### config.mk
export PLATFORM = sky130hd
export DESIGN_NAME = wia_cell
export DESIGN_NICKNAME = d
export VERILOG_FILES = /design/src/rtl/wia_pkg.sv /design/src/rtl/wia_cell.sv
export SDC_FILE = /design/constraint.sdc
export NUM_CORES = 2
export LEC_CHECK = 0
export BUFFER_PORTS_ARGS = -buffer_cell sky130_fd_sc_hd__buf_2
export CELL_PAD_IN_SITES_DETAIL_PLACEMENT = 0
export CELL_PAD_IN_SITES_GLOBAL_PLACEMENT = 1
export CORE_AREA = 8 8 501 503
export DETAILED_ROUTE_END_ITERATION = 10
export DIE_AREA = 0 0 509 511
export GPL_TIMING_DRIVEN = 0
export PLACE_DENSITY = 0.45
export SYNTH_ARGS = -nofsm -noshare
export SYNTH_HDL_FRONTEND = slang
export SYNTH_SLANG_ARGS = --single-unit
### constraint.sdc
create_clock -name clk -period 0.8 [get_ports clk]
set_clock_uncertainty 0.05 [all_clocks]
set_input_delay 0.12 -clock clk [delete_from_list [all_inputs] [get_ports clk]]
set_output_delay 0.12 -clock clk [all_outputs]
set_load 0.02 [all_outputs]
### src/rtl/wia_pkg.sv
// Package: command codes and defaults for the wide integer ALU.
package wia_pkg;

    localparam int unsigned WIDTH_DEFAULT = 128;

    typedef enum logic [3:0] {
        CMD_ADD  = 4'd0,
        CMD_SUB  = 4'd1,
        CMD_NEG  = 4'd2,
        CMD_MUL  = 4'd3,
        CMD_DIV  = 4'd4,
        CMD_AND  = 4'd5,
        CMD_OR   = 4'd6,
        CMD_XOR  = 4'd7,
        CMD_NOT  = 4'd8,
        CMD_SHLK = 4'd9,
        CMD_SAR  = 4'd10,
        CMD_SHL  = 4'd11,
        CMD_SHR  = 4'd12
    } cmd_t;

endpackage

### src/rtl/wia_cell.sv
// One stage of the ALU chain: one multiply bit and one restoring divide step.
module wia_cell #(
    parameter int unsigned WIDTH = wia_pkg::WIDTH_DEFAULT,
    parameter int unsigned IDX   = 0
) (
    input  logic             clk,
    input  logic             rst_n,
    input  logic             in_valid,
    input  logic [3:0]       in_cmd,
    input  logic [WIDTH-1:0] in_a,     // multiplicand shifted / dividend magnitude
    input  logic [WIDTH-1:0] in_b,     // multiplier / divisor magnitude
    input  logic [WIDTH-1:0] in_acc,   // product / quotient
    input  logic [WIDTH-1:0] in_rem,
    input  logic             in_flip,
    input  logic [WIDTH-1:0] in_res,   // simple-op result carried along
    output logic             out_valid,
    output logic [3:0]       out_cmd,
    output logic [WIDTH-1:0] out_a,
    output logic [WIDTH-1:0] out_b,
    output logic [WIDTH-1:0] out_acc,
    output logic [WIDTH-1:0] out_rem,
    output logic             out_flip,
    output logic [WIDTH-1:0] out_res
);
    localparam int unsigned DBIT = WIDTH - 1 - IDX;

    logic             valid_reg;
    logic [3:0]       cmd_reg;
    logic [WIDTH-1:0] a_reg, b_reg, acc_reg, rem_reg, res_reg;
    logic             flip_reg;
    logic [WIDTH-1:0] a_next, acc_next, rem_next;
    logic [WIDTH:0]   r_sh, diff;

    always_comb
    begin
        a_next   = in_a;
        acc_next = in_acc;
        rem_next = in_rem;
        r_sh     = {in_rem, in_a[DBIT]};
        diff     = r_sh - {1'b0, in_b};
        if (in_cmd == wia_pkg::CMD_MUL)
        begin
            if (in_b[IDX])
                acc_next = in_acc + in_a;
            a_next = {in_a[WIDTH-2:0], 1'b0};
        end
        else if (in_cmd == wia_pkg::CMD_DIV)
        begin
            if ((in_b != '0) && !diff[WIDTH])
            begin
                rem_next       = diff[WIDTH-1:0];
                acc_next[DBIT] = 1'b1;
            end
            else
                rem_next = r_sh[WIDTH-1:0];
        end
    end

    always_ff @(posedge clk or negedge rst_n)
    begin
        if (!rst_n)
            valid_reg <= 1'b0;
        else
            valid_reg <= in_valid;
    end

    always_ff @(posedge clk)
    begin
        cmd_reg  <= in_cmd;
        a_reg    <= a_next;
        b_reg    <= in_b;
        acc_reg  <= acc_next;
        rem_reg  <= rem_next;
        flip_reg <= in_flip;
        res_reg  <= in_res;
    end

    assign out_valid = valid_reg;
    assign out_cmd   = cmd_reg;
    assign out_a     = a_reg;
    assign out_b     = b_reg;
    assign out_acc   = acc_reg;
    assign out_rem   = rem_reg;
    assign out_flip  = flip_reg;
    assign out_res   = res_reg;
endmodule

* Yosys cells after proc, flatten, opt, wreduce, memory -nomap -nowiden
Index checks and enable logic that the tools add are counted.
** Storage, ports and cells
- Register bits after elaboration :: 646
- Latch bits :: 0
- Memory bits (writable) :: 0
- Bits in read-only memories :: 0
- Input port bits :: 648
- Output and inout port bits :: 646
- Memories kept :: 0
** Cells by class
- $add $sub $neg :: 2
- $mul :: 0
- Div/mod/pow operators :: 0
- Magnitude comparators :: 0
- Eq/ne operators :: 2
- Shifts and indexed selects :: 0
- Mux-type cells :: 9
- Bitwise logic cells :: 0
- Reduce and logical (&&, ||, !) cells :: 3
** Operators with widths (number)
- 2-to-1 mux 128 bit :: 5
- subtractor 129 x 128 -> 129 bit :: 1
- adder 128 bit :: 1
- nonzero test 128 bit :: 1
- 2-to-1 mux 127 bit :: 1
- equality test 4 x 2 -> 1 bit (second input constant) :: 1
- equality test 4 x 3 -> 1 bit (second input constant) :: 1
- 2-to-1 mux 1 bit :: 3
- logical AND 1 bit :: 1
- logical NOT 1 bit :: 1

* Longest topological paths before layout
- Depth after elaboration :: 6
- Gate-level depth with buffers :: 20
- Depth with buffers taken out :: 16

* Worst setup path after synthesis
OpenSTA, ideal clock, no wires.
- Kind :: input -> register
- Start :: input port in_a[127]
- End :: register rem_reg[102] (netlist: out_rem[102])
- Setup time :: 119 ps
- Data arrival time :: 3612 ps
- Setup slack :: -2981 ps
- Stages on the path :: 17
- Path through :: clkbuf_1 inv_1 ha_1 fa_1 nor2b_1 o31a_1 o22ai_2 o31ai_1 nand2b_1 o31a_1 o41ai_2 a211oi_1 o41ai_2 a21oi_1 xnor2_1 mux2i_1 o21ai_1
** On the way
- Longest elaborated chain between the ends :: 6
** RTL lines
- from (decl) :: RTL line wia_cell.sv:10 : input logic [WIDTH-1:0] in_a,
- subtractor 129 x 128 -> 129 bit (*) :: RTL line wia_cell.sv:40 : diff = r_sh - {1'b0, in_b};
- logical NOT 1 bit :: RTL line wia_cell.sv:49 : if ((in_b != '0) && !diff[WIDTH])
- logical AND 1 bit :: RTL line wia_cell.sv:49
- 2-to-1 mux 128 bit (*) :: RTL line wia_cell.sv:49
- 2-to-1 mux 128 bit (*) :: RTL line wia_cell.sv:47 : else if (in_cmd == wia_pkg::CMD_DIV)
- 2-to-1 mux 128 bit (*) :: RTL line wia_cell.sv:41 : if (in_cmd == wia_pkg::CMD_MUL)
- net rem_next[102] :: RTL line wia_cell.sv:31 : logic [WIDTH-1:0] a_next, acc_next, rem_next;
- to (signal assigned) :: RTL line wia_cell.sv:73 : rem_reg <= rem_next;
- to (decl) :: RTL line wia_cell.sv:29 : logic [WIDTH-1:0] a_reg, b_reg, acc_reg, rem_reg, res_reg;
The timed path passes the listed nets; every way through them passes the cells marked *.
A chain may end at the register's enable or synchronous reset.

* Worst setup path after layout
- Start :: input port in_b[100]
- End :: register rem_reg[52] (netlist: out_rem[52])
** On the way
- Longest elaborated chain between the ends :: 6
- Elaborated cells on any way between the ends :: 7
- Those cells by class :: add/sub: 1; mux: 3; reduce/logical: 3
** RTL lines
- from (decl) :: RTL line wia_cell.sv:11 : input logic [WIDTH-1:0] in_b,
- subtractor 129 x 128 -> 129 bit :: RTL line wia_cell.sv:40
- logical NOT 1 bit :: RTL line wia_cell.sv:49
- logical AND 1 bit (*) :: RTL line wia_cell.sv:49
- 2-to-1 mux 128 bit (*) :: RTL line wia_cell.sv:49
- 2-to-1 mux 128 bit (*) :: RTL line wia_cell.sv:47
- 2-to-1 mux 128 bit (*) :: RTL line wia_cell.sv:41
- net rem_next[52] :: RTL line wia_cell.sv:31
Marks and branches as above.

==> run_results.csv <==
group,metric,value,unit
status,status,"finished, violations left",
status,violations,"negative hold slack, negative setup slack",
synthesis,ys_async_sr_fraction,0.155,%
sta,rsz0062_at_grt,"true",
setup_path,worstSetupStartpoint,"in_b[100]",
synthesis,ys_warn_count,0,
detailed_routing,vias,42423,
floorplan,num_rows,181,
synthesis,synth.area.top_cells,"dfxtp_1, ha_1, nand2_1",
min_path,hold_class,"in2reg",
min_path,holdCritStartpoint,"in_acc[0]",
floorplan,io_pins,1294,
floorplan,die_y,511,um
setup_path,critPathKind,"in2reg",
grt,grt_most_used_layer,"met2",
synthesis,synthMostInstantiatedCell,"dfxtp_1",
power_and_ir_drop,leakagePower,27.8,nW
synthesis,yosysTopAreaCellShare,36.0,%
floorplan,core,243000,sq um
clocking,h-tree-depth,3,
grt,grtUsageMet2,37.4,%
grt,grt_pass1_wl,364000,um
placed_design,pre_cts_ws,-5000,ps
clocking,clkSlewWorstSetupHoldPaths,60,ps
clocking,cts_tree,"yes",
floorplan,die-area,260000,sq um
placed_design,placed_cell_area,47500,sq um
grt,antenna_found_initial,125,
power_and_ir_drop,irDropWorstVdd,1690,uV
synthesis,netlist_area,35800,sq um
setup_path,slowest_stage,"a2111o_1",
sta,tightest_slew,1340,ps
layout,multi_input_comb_area,25500,sq um
detailed_routing,drt-initial-drc-count,2093,
setup_path,critPathLaunchType,"input pin",
detailed_routing,ant_nets,0,
layout,layout.nets,7507,
detailed_routing,first_pass_iters,8,
setup_path,crit_arrival,4000,ps
floorplan,die_w,509,um
sta,worst_hold_slack,-426,ps
layout,ff_latch_area,12900,sq um
run,maxCapViolations,0,
synthesis,ys_seq_area_share,36.1,%
synthesis,synth_commonest_cells,"dfxtp_1, nand2_1, a21oi_1",
setup_path,max_stage_delay,450,ps
clocking,cts_buffers,86,
detailed_routing,viasPerCell,4.28,
grt,grtUsageMet1,20.9,%
sta,slew_headroom,10.9,%
power_and_ir_drop,power_density,1810,nW/um^2
layout,fill_cells,26559,
grt,grt_overflow,0,
placed_design,dpl.hpwl,223000,um
clocking,cts.sinks,646,
grt,track_usage,19.6,%
sta,max_freq,283,MHz
grt,grt_pass1_vias,44505,
detailed_routing,drc_errors,0,
synthesis,yosysTopAreaCell,"dfxtp_1",
placed_design,port_buffers,1292,
clocking,cts-root-buf,"clkbuf_16",
synthesis,synth_edf_count,0,
synthesis,syn_inst,4288,
placed_design,routabilityCongestion,0.901,
sta,finalSetupTns,-1065150,ps
layout,layout-drive-gt1-share,36.8,%
sta,layout_min_cycle_time,3530,ps
floorplan,start_util,14.8,%
setup_path,worst-path-buf-inv,7,
synthesis,syn_avg_cell_area,8.36,sq um
synthesis,synth_nets,5193,
sta,setup_ws,-2730,ps
synthesis,synth_flop_cell,"dfxtp_1",
setup_path,critPathTopFamily,"compound AO/OA/AOI/OAI gates",
sta,finalHoldViolations,99,
setup_path,cp-end-kind,"register",
grt,grt_use_met3,4.92,%
layout,design_area,63800,sq um
setup_path,crit_top_cell,"buf_12",
sta,finalSetupViolCount,1127,
sta,drv_slew,0,
detailed_routing,wl_per_cell,27.3,um
detailed_routing,drt_wl_total,271000,um
clocking,cts_buffer_depth,3,
grt,grt_max_degree,14,
synthesis,synth-seq-cells,646,
setup_path,crit_chain,"buf_8, clkinvlp_4, ha_4, nand4_1, nor4_4, nand4_1, a2111o_1, a31oi_4, o211ai_4, a211oi_4, buf_4, o31ai_4, buf_12, nand2_8, buf_12, buf_6, buf_12, mux2i_1, o21ai_2",
sta,period_share,441,%
setup_path,crit_fanout,5,
layout,area_growth,77.9,%
setup_path,worst_ep_required_time,1270,ps
synthesis,synth_cell_types,82,
==> logic make-up after synthesis <==
group           synth area share, %
compound gates                 22.1
xor+xnor                       5.92
fa+ha+maj                      9.02
buf+inv                        4.96
flops                          36.1
mux                            7.19
simple gates                   14.7
==> path summary, 6_finish.rpt <==
check | cells after the start | slack (ps) | endpoint
max | 19 | -2730 | out_rem[52]$_DFF_P_
min | 3 | -430 | out_acc[0]$_DFF_P_
max in group asynchronous | 3 | 420 | out_valid$_DFF_PN0_
min in group asynchronous | 3 | 180 | out_valid$_DFF_PN0_
==> placed cells by master (no fill, tap or decap), types with 92 or more instances in the layout <==
| cell | synthesis | layout |
|---|---|---|
| mux2_2 | 129 | 128 |
| buf_4 | 3 | 177 |
| clkbuf_16 | 0 | 92 |
| o21ai_0 | 394 | 179 |
| clkbuf_1 | 181 | 122 |
| o21ai_1 | 65 | 166 |
| a21o_1 | 140 | 139 |
| buf_2 | 16 | 1270 |
| dfxtp_1 | 645 | 645 |
| ha_1 | 255 | 174 |
| a21oi_1 | 397 | 300 |
| dlygate4sd3_1 | 0 | 748 |
| nor2_1 | 222 | 198 |
| nand4_1 | 119 | 119 |
| nand2_1 | 544 | 519 |
| xor2_1 | 105 | 100 |
| xnor2_1 | 137 | 127 |
| inv_1 | 215 | 204 |
==> metrics by stage <==
stage               power (mW)  std cells  utilization (%)
global route               121       9889             26.3
finish                     116       9908             26.3
floorplan                 53.1       4288                -
global placement          66.2       8782             19.5
CTS                        114       9737             24.7
detailed placement        66.1       8789             19.6
==> cell type report <==
type,instances,share of cell area [%]
antenna,34,0.133
multi-input combinational,3214,39.9
timing repair buffer,2273,25.8
buffer,166,1.66
inverter,215,1.30
clock inverter,46,0.942
sequential,646,20.3
tap,3202,6.28
clock buffer,112,3.69
==> flip-flops by register name, summed over array words and instances (netlist names) <==
| register | count |
|---|---|
| out_rem | 128 |
| out_acc | 128 |
| out_a | 128 |
| out_b | 128 |
| out_res | 128 |
| out_cmd | 4 |
| out_flip | 1 |
| out_valid | 1 |
==> tightest hold or removal path, delay by kind of cell <==
| kind | cells | cell delay, ps |
|---|---|---|
| buf+inv | 1 | 80 |
| simple gates | 2 | 90 |
==> repair_timing <==
| action | CTS | global route |
|---|---|---|
| buffers inserted | 115 | 112 |
| pin swaps | 81 | 172 |
| hold buffers | 685 | 77 |
| setup endpoints to repair | 1030 | 1041 |
| hold endpoints to repair | 647 | 182 |
| gates resized for setup | 386 | 529 |
| gates cloned | 7 | 5 |
==> per-layer routing <==
metal | up-vias | share of wire [%]
li1 | 19977 | -
met4 | 84 | 4.0
met3 | 422 | 6.4
met2 | 1468 | 52
met1 | 20472 | 37
met5 | - | 0.20
==> where the power goes <==
part | internal [mW] | switching [mW] | leakage, nW | total (mW)
clock network | 23.4 | 17.4 | 1.40 | 40.8
logic | 16.6 | 23.2 | 21.0 | 39.9
registers | 34.2 | 0.691 | 5.45 | 34.9
Power figures use the tool's default switching activity.
